File: config.mk
export PLATFORM = sky130hd
export DESIGN_NAME = sbbc_prep
export DESIGN_NICKNAME = d
export VERILOG_FILES = /design/src/rtl/sbbc_pkg.sv /design/src/rtl/sbbc_prep.sv
export SDC_FILE = /design/constraint.sdc
export NUM_CORES = 1
export LEC_CHECK = 0
export ABC_AREA = 1
export BUFFER_PORTS_ARGS = -buffer_cell sky130_fd_sc_hd__buf_2
export CORE_MARGIN = 1.5
export CORE_UTILIZATION = 57
export CTS_CLUSTER_DIAMETER = 50
export DETAILED_ROUTE_END_ITERATION = 10
export PLACE_DENSITY = 0.92
export SYNTH_ARGS = -nofsm -noshare
export SYNTH_HDL_FRONTEND = slang
export SYNTH_SLANG_ARGS = --single-unit
File: constraint.sdc
create_clock -name clk -period 4.6 [get_ports clk]
set_clock_uncertainty 0.15 [all_clocks]
set_input_delay 0.23 -clock clk [delete_from_list [all_inputs] [get_ports clk]]
set_output_delay 0.23 -clock clk [all_outputs]
set_load 0.02 [all_outputs]
File: src/rtl/sbbc_pkg.sv
// Shared types and constants for the swept box collision pipeline.
package sbbc_pkg;

  localparam int DIST_W  = 36;
  localparam int VEL_W   = 32;
  localparam int Q_W     = 32;
  localparam int TIME_W  = 34;
  localparam int THR_W   = 16;
  localparam int DIV_LAT = 35;

  localparam logic [THR_W-1:0] STILL_RESET = 16'd655;

  localparam logic signed [1:0] NORM_ZERO = 2'sd0;
  localparam logic signed [1:0] NORM_POS  = 2'sd1;
  localparam logic signed [1:0] NORM_NEG  = -2'sd1;

  typedef struct packed {
    logic signed [DIST_W-1:0] near2;
    logic signed [DIST_W-1:0] far2;
    logic signed [VEL_W-1:0]  vel;
    logic                     still;
  } prep_axis_t;

  typedef struct packed {
    logic still_x;
    logic still_y;
    logic dneg_x;
    logic dneg_y;
  } side_t;

endpackage

File: src/rtl/sbbc_prep.sv
// Per-axis entry and exit distances and stillness test, one register stage.
module sbbc_prep
  import sbbc_pkg::*;
(
  input  logic                    clk,
  input  logic                    en,
  input  logic signed [31:0]      mc,
  input  logic        [29:0]      msz,
  input  logic signed [VEL_W-1:0] vel,
  input  logic signed [31:0]      sc,
  input  logic        [29:0]      ssz,
  input  logic        [THR_W-1:0] thr,
  output prep_axis_t              axis_q
);

  logic signed [DIST_W-1:0] gap2;
  logic signed [DIST_W-1:0] sz;
  logic        [VEL_W-1:0]  speed;
  prep_axis_t               axis_next;

  always_comb begin
    gap2  = (DIST_W'(sc) - DIST_W'(mc)) <<< 1;
    sz    = $signed(DIST_W'(ssz) + DIST_W'(msz));
    speed = vel[VEL_W-1] ? VEL_W'(-vel) : VEL_W'(vel);
    axis_next.vel = vel;
    if (vel > 0) begin
      axis_next.near2 = gap2 - sz;
      axis_next.far2  = gap2 + sz;
    end else begin
      axis_next.near2 = gap2 + sz;
      axis_next.far2  = gap2 - sz;
    end
    axis_next.still = (vel == 0) || (speed < {{(VEL_W-THR_W){1'b0}}, thr});
  end

  always_ff @(posedge clk) begin
    if (en) begin
      axis_q <= axis_next;
    end
  end

endmodule

After elaboration in Yosys (flattened, before gate mapping)
Cells that the tools add are included.

operators by class
  $lt $le $gt $ge = 2
  mux-type cells = 2
  reduce and logical (&&, ||, !) cells = 2
  add/sub/neg operators = 5

operators by type and width
  cell                 number
  $mux 72              1
  $add 34x32->35       1
  $sub 34x32->35       1
  $sub 32x32->33       1
  $gt 32x1->1 const B  1
  $logic_not 32->1     1
  $lt 32x16->1         1
  $mux 32              1
  $neg 32->32          1
  $add 30x30->31       1
  $logic_or 1x1->1     1

storage, ports and cells
  input bits = 174
  register bits after elaboration = 105
  output and inout bits = 105
  logic and storage cells = 15

Logic depth before layout (Yosys ltp)
  word-level depth = 4
  depth in mapped cells = 29
  depth with buffers taken out = 27

Worst setup path before layout
No wires, ideal clock.

  path kind = input port to flip-flop
  from = input sc[0]
  to = register axis_q[65] in the netlist's numbering, data pin
  stages on the path = 25
  path buffers = 1
  library setup time = 0.253 ns
  data required time = 4.197 ns
  path slack = 0.944 ns
  arrival = 3.254 ns
  path through = inv_1 > ha_1 > fa_1 > inv_1 > nand2_1 > nand3_1 > nand2_1 > nand2_1 > a21oi_1 > o21ai_0 > a21oi_1 > xnor2_1 > ha_1 > clkbuf_1 > o21bai_1 > a21boi_0 > o21ai_0 > a21oi_1 > nand2_1 > nand2_1 > nand3_1 > nand2_1 > nand2_1 > nand2_1 > nand2_1

RTL lines
  what                    line             text
  start: declaration      sbbc_prep.sv:10  input logic signed [31:0] sc,
  end signal: assignment  sbbc_prep.sv:38  axis_q <= axis_next;
  end: declaration        sbbc_prep.sv:13  output prep_axis_t axis_q

==> key figures <==
Logic synthesis
  • Gate Count Post-Synth: 1,988
  • Syn_nets: 2,304
  • Area share of the largest cell type after synthesis: a little under a quarter
  • Post-synthesis async set-or-reset flop share: 0%
  • Synth top area cells: edfxtp_1 24%, nand2_1 16%, ha_1 13%
  • Post-synth EDFFs: 102
  • Synth Flop Type: edfxtp_1
  • Library cells used by synthesis: 47
  • Post-Syn Area: around 13,000 sq um
  • Seq/Total Area, Yosys: between 20% and 30%
  • Post-synthesis register bit count: slightly above 100
  • Syn. warnings: 0
  • Area leader, netlist: edfxtp_1
  • Syn Area/Cell: approximately 6.6 sq um

STA
  • Pins over their slew limit: 0
  • Fmax: 232 MHz
  • Hold slack: 0.0239 ns
  • Unrepaired setup endpoints after global routing: false
  • Fin. Hold Viols: 0
  • Finish-stage setup viols: 0
  • Setup TNS: 0 ns
  • Final period util: 93.7%
  • Period minus WS final: 4.31 ns
  • Worst Tran Pin Value: 1.20 ns
  • Fin worst setup slack: 0.290 ns
  • Max-slew headroom: 20.0%

Clock network
  • Clk slew on worst S/H paths: 0.08 ns
  • Setup Fix Bufs, Post-CTS: 0
  • Clock sinks: 102
  • Clock root buffer: clkbuf_16
  • Max Root-Sink Buffers: 2
  • H-tree levels: 3
  • CTS tree: built
  • Num CTS Buffers: 9

Cells and area
  • ANT cells: 0
  • Largest registers: axis_q (102)
  • Layout cell share with drive strength beyond 1: roughly 15%
  • Area Growth Syn to Fin: 17.8%
  • Max FFs per register: 102
  • Fin nets: between 2,000 and 3,000
  • Register name with the most flops: axis_q
  • Most frequent cells in the layout: 551 x nand2_1, 311 x inv_1, 277 x buf_2
  • Commonest non-fill, non-tap cell in the layout: nand2_1
  • Layout Utilization: 68.2%

Global route
  • Initial antenna violation count: 1
  • Grt total ovfl: 0
  • First-pass GRT wire length: 72.6 mm
  • Vias in the first global route: 14,400
  • Largest net degree at the start of global routing: 72
  • Total track usage: 38.9%

Worst setup path
  • CP Launch Type: input pin
  • CP Max Fanout: 9
  • Arrival time at the worst endpoint: between 4 and 5 ns
  • Critical Path Sink Type: register
  • Crit Path Class: input pin to register
  • WP data required: 4.55 ns

Route
  • Final wirelength: 47.0 mm
  • Avg WL per Cell: 18.2 um
  • Vias per inst: roughly 5.8
  • ANT nets after route: 0
  • Via count: 14,900
  • DRC Markers: 0
  • TritonRoute pass-1 iters: 6
  • Drt first-iter violations: 1,276

Placed design
  • Place WS: 0.100 ns
  • Last weighted congestion value of the routability-driven placer: 0.996
  • Post-DP HPWL: 38.1 mm
  • IO buf count: 278

Pwr
  • Leak Pwr: 8.19 nW
  • Peak supply drop: 238 uV
  • Power Density: 443 nW/um^2

Floorplanning
  • Core area: 22,500 sq um
  • Cell Rows: 55
  • Die Y-Extent: 154 um
  • Die area: 23,800 sq um
  • Die W: 154 um
  • IO Pins: 279
  • Starting density of the core: 57.9%

Run status
  • Outcome: completed

Job
  • Max Cap Viol: 0

Worst hold path
  • Hold Crit Class: input pin to register
==> what timing repair did <==
item                                   4_1_cts  5_1_grt
resized for setup                            0        0
hold buffers                                26        0
endpoints found under the hold margin       26        0
==> synth_stat cells (21+ instances only) <==
library cell and n:
nand2_1 551, inv_1 311, nor2_1 199, nand3_1 149, ha_1 138, a21oi_1 115
edfxtp_1 102, xor2_1 86, o21ai_0 82, nand4_1 34, o21bai_1 28, buf_2 22
a31oi_1 21
==> metal layers <==
layer / part of all wire [%] / global-route usage [%]
met5: 0.038 / 0
met4: 5.5 / 19.7
met2: 46 / 66.9
met3: 8.8 / 5.16
met1: 39 / 48.0
==> final timing paths <==
path / from / endpoint / slack (ns) / depth (start not counted)
max: mc[17] / axis_q[66] / 0.29 / 23
min: vel[7] / axis_q[8] / 0.02 / 1
==> per-stage QoR <==
step                      power, W  std cells  instance area (sq um)
final                      0.00680       2586                  15300
after CTS                  0.00665       2586                  15300
after floorplan            0.00441       1988                  13000
after global routing       0.00724       2586                  15300
after detailed placement   0.00587       2544                  14800
after global placement     0.00577       2544                  14800
==> power breakdown <==
group	switching, W	leakage (nW)	total (W)	internal (W)
Clock	0.000387	0.145	0.000768	0.000382
Sequential	0.0000870	0.996	0.00148	0.00139
Combinational	0.00312	7.05	0.00455	0.00143
==> worst max-delay path, cell delays in order <==
cell	delay (ns)
buf_2	0.08
inv_1	0.03
ha_1	0.41
nand2_1	0.14
nor2_1	0.29
nand2_1	0.19
nor4_1	0.22
nand2_1	0.14
o211ai_1	0.19
nand2_1	0.09
nand2_1	0.09
xor2_1	0.28
ha_1	0.41
a21oi_1	0.32
nor2_1	0.07
a211oi_1	0.26
o21ai_0	0.16
a21oi_1	0.14
nand2_1	0.15
nand3_1	0.11
nand2_1	0.07
nand3_1	0.09
nand2_1	0.09
==> kinds of logic after synthesis <==
family                   share of synthesized area, %
AO/OA/AOI/OAI                                    13.2
adder cells (fa/ha/maj)                          13.9
flip-flops                                       23.5
AND/OR/NAND/NOR                                  31.5
XOR/XNOR                                         6.99
buffers and inverters                            10.9
==> cell type report <==
| cell class | count | area, sq um |
|---|---|---|
| Inverter | 317 | 1190 |
| Sequential cell | 102 | 3060 |
| Clock buffer | 9 | 225 |
| Clock inverter | 7 | 67.6 |
| Fill cell | 1904 | 7160 |
| Multi-Input combinational cell | 1530 | 8550 |
| Timing Repair Buffer | 336 | 1890 |
| Tap cell | 285 | 357 |
Power figures use the tool's default switching activity.
