$ cat config.mk
export PLATFORM = sky130hd
export DESIGN_NAME = sbbc_resolve
export DESIGN_NICKNAME = d
export VERILOG_FILES = /design/src/rtl/sbbc_pkg.sv /design/src/rtl/sbbc_resolve.sv
export SDC_FILE = /design/constraint.sdc
export NUM_CORES = 1
export LEC_CHECK = 0
export BUFFER_PORTS_ARGS = -buffer_cell sky130_fd_sc_hd__buf_2
export CORE_MARGIN = 8
export CORE_UTILIZATION = 54
export DETAILED_ROUTE_END_ITERATION = 6
export PLACE_DENSITY = 0.84
export SETUP_SLACK_MARGIN = 0.2
export SLEW_MARGIN = 10
export SYNTH_ARGS = -nofsm -noshare
export SYNTH_HDL_FRONTEND = slang
export SYNTH_SLANG_ARGS = --single-unit
$ cat constraint.sdc
create_clock -name clk -period 6.03 [get_ports clk]
set_clock_uncertainty 0.05 [all_clocks]
set_input_delay 0 -clock clk [delete_from_list [all_inputs] [get_ports clk]]
set_output_delay 0 -clock clk [all_outputs]
set_load 0.02 [all_outputs]
$ cat src/rtl/sbbc_pkg.sv
// Shared types and constants for the swept box collision pipeline.
package sbbc_pkg;

  localparam int DIST_W  = 36;
  localparam int VEL_W   = 32;
  localparam int Q_W     = 32;
  localparam int TIME_W  = 34;
  localparam int THR_W   = 16;
  localparam int DIV_LAT = 35;

  localparam logic [THR_W-1:0] STILL_RESET = 16'd655;

  localparam logic signed [1:0] NORM_ZERO = 2'sd0;
  localparam logic signed [1:0] NORM_POS  = 2'sd1;
  localparam logic signed [1:0] NORM_NEG  = -2'sd1;

  typedef struct packed {
    logic signed [DIST_W-1:0] near2;
    logic signed [DIST_W-1:0] far2;
    logic signed [VEL_W-1:0]  vel;
    logic                     still;
  } prep_axis_t;

  typedef struct packed {
    logic still_x;
    logic still_y;
    logic dneg_x;
    logic dneg_y;
  } side_t;

endpackage

$ cat src/rtl/sbbc_resolve.sv
// Combines the axis times into hit flag, contact time and face normal.
module sbbc_resolve
  import sbbc_pkg::*;
#(
  parameter int FRAC_BITS = 16
)
(
  input  logic                 clk,
  input  logic                 en,
  input  logic signed [Q_W-1:0] ent_x,
  input  logic signed [Q_W-1:0] ext_x,
  input  logic signed [Q_W-1:0] ent_y,
  input  logic signed [Q_W-1:0] ext_y,
  input  side_t                side,
  output logic                 hit,
  output logic [16:0]          hit_time,
  output logic signed [1:0]    normal_x,
  output logic signed [1:0]    normal_y
);

  localparam logic signed [TIME_W-1:0] INF = TIME_W'(1) <<< Q_W;
  localparam logic signed [TIME_W-1:0] ONE = TIME_W'(1) <<< FRAC_BITS;

  logic signed [TIME_W-1:0] ex, xx, ey, xy, t_in, t_out, t;
  logic        [16:0]       tq;
  logic                     miss;

  always_comb begin
    ex    = side.still_x ? -INF : TIME_W'(ent_x);
    xx    = side.still_x ?  INF : TIME_W'(ext_x);
    ey    = side.still_y ? -INF : TIME_W'(ent_y);
    xy    = side.still_y ?  INF : TIME_W'(ext_y);
    t_in  = (ex > ey) ? ex : ey;
    t_out = (xx < xy) ? xx : xy;
    miss  = (t_in > t_out) || (ex < 0 && ey < 0) || (ex > ONE) || (ey > ONE);
    t     = (t_in < 0) ? '0 : t_in;
  end

  if (FRAC_BITS >= 16) begin : g_down
    assign tq = 17'(t[FRAC_BITS:0] >> (FRAC_BITS - 16));
  end else begin : g_up
    assign tq = 17'(t[FRAC_BITS:0]) << (16 - FRAC_BITS);
  end

  always_ff @(posedge clk) begin
    if (en) begin
      if (miss) begin
        hit      <= 1'b0;
        hit_time <= 17'h10000;
        normal_x <= NORM_ZERO;
        normal_y <= NORM_ZERO;
      end else begin
        hit      <= 1'b1;
        hit_time <= tq;
        if (ex > ey) begin
          normal_x <= side.dneg_x ? NORM_POS : NORM_NEG;
          normal_y <= NORM_ZERO;
        end else begin
          normal_x <= NORM_ZERO;
          normal_y <= side.dneg_y ? NORM_POS : NORM_NEG;
        end
      end
    end
  end

endmodule

# Yosys cells after proc, flatten, opt, wreduce, memory -nomap -nowiden
# Cells that the tools add are included.
# word_totals
mem_bits_ro	0
ram_bits	0
ff_bits	22
memories	0
latchBits	0
wordCells	31
in_bits	134
# op_classes
mul	0
addsub	0
muxes	10
div_mod_pow	0
shift	0
eq_ne	0
reduce_logical	7
order_cmp	8
bitwise	1
# op_table
op	n
2-to-1 mux 34 bit	6
less-than comparator 34 x 1 -> 1 bit, second input constant	3
greater-than comparator 34 x 18 -> 1 bit, second input constant	2
greater-than comparator 34 bit	2
less-than comparator 34 bit	1
2-to-1 mux 17 bit	1
OR reduction 2 bit	3
2-to-1 mux 2 bit	2
logical OR 1 bit	3
logical AND 1 bit	1
2-to-1 mux 1 bit	1
NOT 1 bit	1

# Logic depth before layout (Yosys ltp)
# Gate-level depths: netlist (run 1).
# logic_depth
word_depth	8
mapped_depth	28
mapped_depth_nobuf	20

# Worst setup path after synthesis (run 1)
# No wires, ideal clock.
# synth_path
path_kind	input -> register
start	in side[2] (netlist bit)
end	reg hit_time[5], data pin
path_buffers	8
arrival_time_ns	4.885
required_time_ns	5.840
path_stages	27
setup_time_ns	0.140
slack_ns	0.954
path_cell_list	buf_2 inv_1 clkbuf_1 clkbuf_1 nand2_1 ha_1 nand4_1 nor4_2 o31ai_2 o2111ai_2 o211ai_1 o211ai_1 buf_4 buf_6 buf_2 o21ai_0 ha_1 nand4_1 nor4_2 nand3_1 o41ai_2 mux2i_1 a311o_1 buf_6 or2_4 buf_6 a21oi_2
# synth_via
elab_chain_len	8
# synth_lines
item	line	text
start: declaration	sbbc_resolve.sv:14	input side_t side,
2-to-1 mux 34 bit (on tied branches)	sbbc_resolve.sv:31, sbbc_resolve.sv:32	
greater-than comparator 34 bit / less-than comparator 34 bit (equally long branches)	sbbc_resolve.sv:33, sbbc_resolve.sv:34	
2-to-1 mux 34 bit (on tied branches)	sbbc_resolve.sv:33, sbbc_resolve.sv:34	
greater-than comparator 34 bit	sbbc_resolve.sv:35	miss = (t_in > t_out) || (ex < 0 && ey < 0) || (ex > ONE) || (ey > ONE);
logical OR 1 bit (3 in series)	sbbc_resolve.sv:35	
OR reduction 2 bit (no source line)	--	
end signal: assignment	sbbc_resolve.sv:54	hit_time <= tq;
end: declaration	sbbc_resolve.sv:16	output logic [16:0] hit_time,
# Parallel ways exist; a longest one is shown, timed or not.
# A chain may end at the register's enable or synchronous reset.

# Final worst setup path (run 1)
# layout_path
start	in side[2] (netlist bit)
end	reg hit_time[3], data pin
# The elaborated chain is that of the path after synthesis.

==> out/qor.yml, run 1 <==
grt_use_total: 0.236
cts_tree: "built"
timing.hold.worst.class: "input port to register"
cts.sink_count: 22
tritoncts_buffer_count: 3
path_clk_slew_ps: 80
finalCriticalPeriod_ps: 5470
postSynthRegisterBits: 22
routed_wl_um: 15700
worstPathMaxFanout: 51
synth_cell_type_count: 57
final_antenna_net_count: 0
drt-wirelength-per-cell_um: 17.5
maxCapViolations: 0
dp.final_hpwl_um: 13400
root_buffer: "clkbuf_8"
cts.path.max_buffers: 2
mappedNetlistNets: 873
setup.worst_path.start_class: "input port"
worst_slack_ps: 558
port-buffer-count: 155
maxSlewHeadroom: 0.341
fp.dieW_um: 112
power.density_cell_area_nw_per_um2: 137
synth_most_common_cell: "nor2b_1"
grt_start_max_net_pins: 52
floorplan.die_area_um2: 12500
hold_viol: 0
most_frequent_cells_after_synthesis: "nor2b_1 (99), ha_1 (98), nand2_1 (87)"
min_period_over_period: 0.907
detailedPlace.worstSlack_ps: 285
layout-drive-gt1-share: 0.259
initial_antenna_violation_count: 0
crit_arrival_ps: 5540
grt_pass1_wl_um: 24900
synth.avg_cell_area_um2: 7.76
p_leak_nw: 2.87
cp_slowest_cell: "a311o_1"
synth_top_area_frac: 0.246
grt_remaining_overflow: 0
rows: 35
routability_congestion_estimate: 0.939
via_density: 5.91
die-height_um: 112
syn2layout_area_growth_pct: 19.5
synth_seq_area_share: 0.133
syn-cell-area_um2: 4980
end_kind: "register"
route.detailed.drc: 0
core_area_um2: 9110
setup_viol: 0
totalNegativeSetupSlack_ps: 0
detailedRoute.firstPassIterationCount: 5
num_vias: 5314
result_of_the_run: "complete, no violations"
synthesized_netlist_cell_count: 641
final_core_util: 0.653
synth_async_sr_flop_share: 0
ir_drop_mv: 0.0902
worstPathBufferInverterCount: 5
worst_pin_slew_ps: 989
drt_first_iter_violations: 235
grt_pass1_vias: 5531
num_antenna_cells: 0
synth_edf_count: 22
slew_viol_final: 0
yosys_synthesis_warning_count: 0
timing_worst_setup_path_type: "input port to register"
post-cts-setup-buffers: 0
critical_path_data_required_time_ps: 6100
cp_top_family: "compound AO/OA/AOI/OAI gates"
initial_core_util: 0.546
post_layout_nets: 1021
fmax_ghz: 0.183
yosys-top-cells-area: "ha_1 (25%), edfxtp_1 (13%), nor2b_1 (12%)"
worst_path_max_stage_delay_ps: 450
setup_repair_after_global_routing_missed_its_margin: "false"
h-tree-depth: 1
synth_largest_area_cell: "ha_1"
n_fill_cell: 819
crit_path_cell_trace: "buf_2 > inv_1 > buf_4 > nand2_1 > ha_1 > and2_0 > a221o_1 > a211oi_1 > o31ai_2 > o211ai_1 > buf_6 > mux2i_1 > inv_1 > ha_1 > nand4_1 > nor4_2 > nand3_1 > o41ai_2 > mux2i_1 > a311o_1 > or2_4 > a21oi_1"
io_pins: 156
postSynth.topFlopCell: "edfxtp_1"
## sequential cells by signal, summed over array words and instances, names as in the netlist
| register | count |
|---|---|
| hit_time | 17 |
| hit | 1 |
| normal_y | 2 |
| normal_x | 2 |
## power breakdown
group	switching (mW)	internal (mW)
sequential	0.00283	0.180
clock	0.0486	0.0454
combinational	0.311	0.228
## final cells by class
type                            count  area (um^2)  share of cell area
Clock inverter                      1         3.75            0.000631
Tap cell                          111          139              0.0233
Sequential cell                    22          661               0.111
Clock buffer                        3         41.3             0.00694
Inverter                           50          188              0.0316
Timing Repair Buffer              168          895               0.150
Multi-Input combinational cell    544         4020               0.676
## cell families after synthesis
group           Yosys count  synth area share
mux                      36            0.0727
simple gates            284             0.310
compound gates          125             0.173
flops                    22             0.133
fa+ha+maj                98             0.246
buf+inv                  76            0.0644
## cell usage in the layout (no fill, tap or decap), drive strengths merged, types with 2 or more instances in the layout
master         n
nor2          16
clkbuf         3
o211ai         6
o31ai          3
and4           2
edfxtp        22
a21o          18
nor3           7
a31oi          5
or3            2
o2111ai        2
nor2b         99
buf          166
o21ai         23
o21a           3
o221ai         2
nand4         19
inv           50
a21oi         38
dlygate4sd3    2
o22ai          4
nor4          18
ha            98
mux2i         35
or2           17
nand2b         3
nand3b         3
a211oi         9
nand2         87
nand3          8
a221oi         4
## routing by layer
| metal | share of wire | up-vias | global-route usage |
|---|---|---|---|
| met5 | 0 | - | 0 |
| met4 | 0.039 | 0 | 0.0899 |
| met3 | 0.070 | 48 | 0.0341 |
| met2 | 0.49 | 259 | 0.438 |
| met1 | 0.40 | 2402 | 0.265 |
| li1 | - | 2605 | - |
## path summary, 6_finish.rpt
check	depth (start not counted)	slack (ps)	from	endpoint
worst min-delay path	1	190	en	hit_time[2]
worst max-delay path	22	560	side[2]	hit_time[3]
## per-stage QoR
step / hold slack [ps] / total power [mW] / instances / area, um^2
global route: 192 / 0.882 / 899 / 5950
floorplan: 62.5 / 0.553 / 641 / 4980
detailed placement: 238 / 0.711 / 892 / 5860
global placement: 229 / 0.692 / 892 / 5860
CTS: 194 / 0.803 / 898 / 5930
finish: 186 / 0.816 / 899 / 5950
## what timing repair did
action                                  4_1_cts  5_1_grt
endpoints found under the hold margin         2        0
endpoints found under the setup margin        0       12
hold buffers                                  2        0
resized for setup                             0        2
Power figures use the tool's default switching activity.
==> run 2: changes to the inputs <==
Settings changed: GPL_ROUTABILITY_DRIVEN set to 0, PLACE_DENSITY 0.84 to unset, PLACE_DENSITY_LB_ADDON set to 0.05.
==> out/qor.yml, run 2 (synthesized netlist as in run 1, its figures left out) <==
result_of_the_run: "complete, no violations"
h-tree-depth: 1  # unchanged
io_pins: 156  # unchanged
cts.sink_count: 22  # unchanged
hold_slack_ps: 179  # -7.07 ps
final_antenna_net_count: 0  # unchanged
initial_core_util: 0.546  # unchanged
initial_antenna_violation_count: 0  # unchanged
timing.hold.worst.class: "input port to register"
core_area_um2: 9110  # unchanged
grt_use_total: 0.231  # -0.00465
fp.dieW_um: 112  # unchanged
cts_tree: "built"
end_kind: "register"
route.detailed.drc: 0  # unchanged
die-height_um: 112  # unchanged
critical_path_data_required_time_ps: 6090  # about the same
drt_first_iter_violations: 262  # +11%
final_core_util: 0.651  # -0.00192
layout.cells.most_common: "buf_2"
grt_remaining_overflow: 0  # unchanged
root_buffer: "clkbuf_8"
timing_worst_setup_path_type: "input port to register"
worst_slack_ps: 592  # +34.4 ps
routed_wl_um: 15000  # -4.8%
setup.worst_path.start_class: "input port"
port-buffer-count: 155  # unchanged
setup_viol: 0  # unchanged
maxCapViolations: 0  # unchanged
fmax_ghz: 0.184  # +0.63%
power.density_cell_area_nw_per_um2: 135  # -1.4%
final_cell_mix: "buf_2 (154), nor2b_1 (99), ha_1 (98)"
layout-drive-gt1-share: 0.257  # -0.00189
path_clk_slew_ps: 70  # about the same
min_period_over_period: 0.902  # -0.00570
totalNegativeSetupSlack_ps: 0  # unchanged
syn2layout_area_growth_pct: 19.2
slew_viol_final: 0  # unchanged
finalCriticalPeriod_ps: 5440  # -34.4 ps
ir_drop_mv: 0.0683  # -24%
via_density: 5.74  # -3.0%
hold_viol: 0  # unchanged
reg.largest.list: "hit_time (17), normal_x (2), normal_y (2)"
flip_flop_count_of_the_largest_register_all_copies_and_words_added: 17  # unchanged
p_leak_nw: 2.87  # -0.30%
num_antenna_cells: 0  # unchanged
max_flop_register: "hit_time"
cts.path.max_buffers: 2  # unchanged
worstPathMaxFanout: 49  # -3.9%
rows: 35  # unchanged
floorplan.die_area_um2: 12500  # unchanged
setup_repair_after_global_routing_missed_its_margin: "false"
crit_arrival_ps: 5500  # -40 ps
post_layout_nets: 1019  # -0.20%
grt_start_max_net_pins: 50  # -3.8%
maxSlewHeadroom: 0.678  # +0.337
drt-wirelength-per-cell_um: 16.7  # -4.5%
dp.final_hpwl_um: 13100  # -2.5%
grt_pass1_vias: 5366  # -3.0%
detailedPlace.worstSlack_ps: 240  # -44.6 ps
worst_pin_slew_ps: 482  # -506 ps
num_vias: 5145  # -3.2%
tritoncts_buffer_count: 3  # unchanged
grt_pass1_wl_um: 24500  # -1.7%
detailedRoute.firstPassIterationCount: 4  # -1
## run 2: changes by cell type in the layout (fill, tap and decap cells not counted), sizes merged
| cell | change |
|---|---|
| buf | -2 |
| clkbuf | +1 |
| o22ai | -1 |
## run 2: metal layers
| metal | global-route usage | vias up | share of wire |
|---|---|---|---|
| met4 | 0.0710 | 0 | 0.027 |
| met5 | 0 | - | 0 |
| met1 | 0.262 | 2318 | 0.41 |
| li1 | - | 2593 | - |
| met3 | 0.0346 | 30 | 0.073 |
| met2 | 0.433 | 204 | 0.49 |
## run 2: cell type report
class | count | area [um^2]
multi-input cells | 543 | 4010
fillers | 833 | 3180
repair buffers | 167 | 890
flip-flops and latches | 22 | 661
inverters | 50 | 188
well taps | 111 | 139
clock buffers | 3 | 41.3
clock inverters | 1 | 3.75
## run 2: worst paths after layout
path,startpoint,to,cells after the start
setup / recovery,side[2],hit_time[9],23
hold / removal,en,hit_time[5],1
## run 2: where the power goes
part / internal [mW] / total (mW) / leakage (nW) / switching [mW]
logic: 0.227 / 0.532 / 2.63 / 0.304
clock network: 0.0453 / 0.0884 / 0.0231 / 0.0431
registers: 0.180 / 0.182 / 0.210 / 0.00213
total: 0.452 / 0.802 / 2.87 / 0.350
## run 2: what timing repair did
| action | CTS | global route |
|---|---|---|
| setup buffers | 0 | 0 |
| hold endpoints to repair | 2 | 0 |
| setup endpoints to repair | 0 | 18 |
| hold buffers | 2 | 0 |
| resized for setup | 0 | 3 |
## run 2: through the flow
stage,instance area [um^2],cells,total power [mW]
after floorplan,4980,641,0.553
after global placement,5850,891,0.692
after detailed placement,5850,891,0.709
after CTS,5920,897,0.800
after global routing,5930,897,0.872
final,5930,897,0.802
## run 2: worst max-delay path, stage by stage
cell and delay, ps:
buf_2 250, inv_1 140, buf_4 230, nand2_1 150, ha_1 340, nand4_1 150, nor4_2 370, o31ai_2 180
o2111ai_2 250, o211ai_1 120, o211ai_1 160, buf_6 340, mux2i_1 390, inv_1 90, ha_1 310, nand4_1 140
nor4_2 290, nand3_1 160, o41ai_2 300, mux2i_1 120, a311o_1 450, or2_4 380, a21oi_2 140
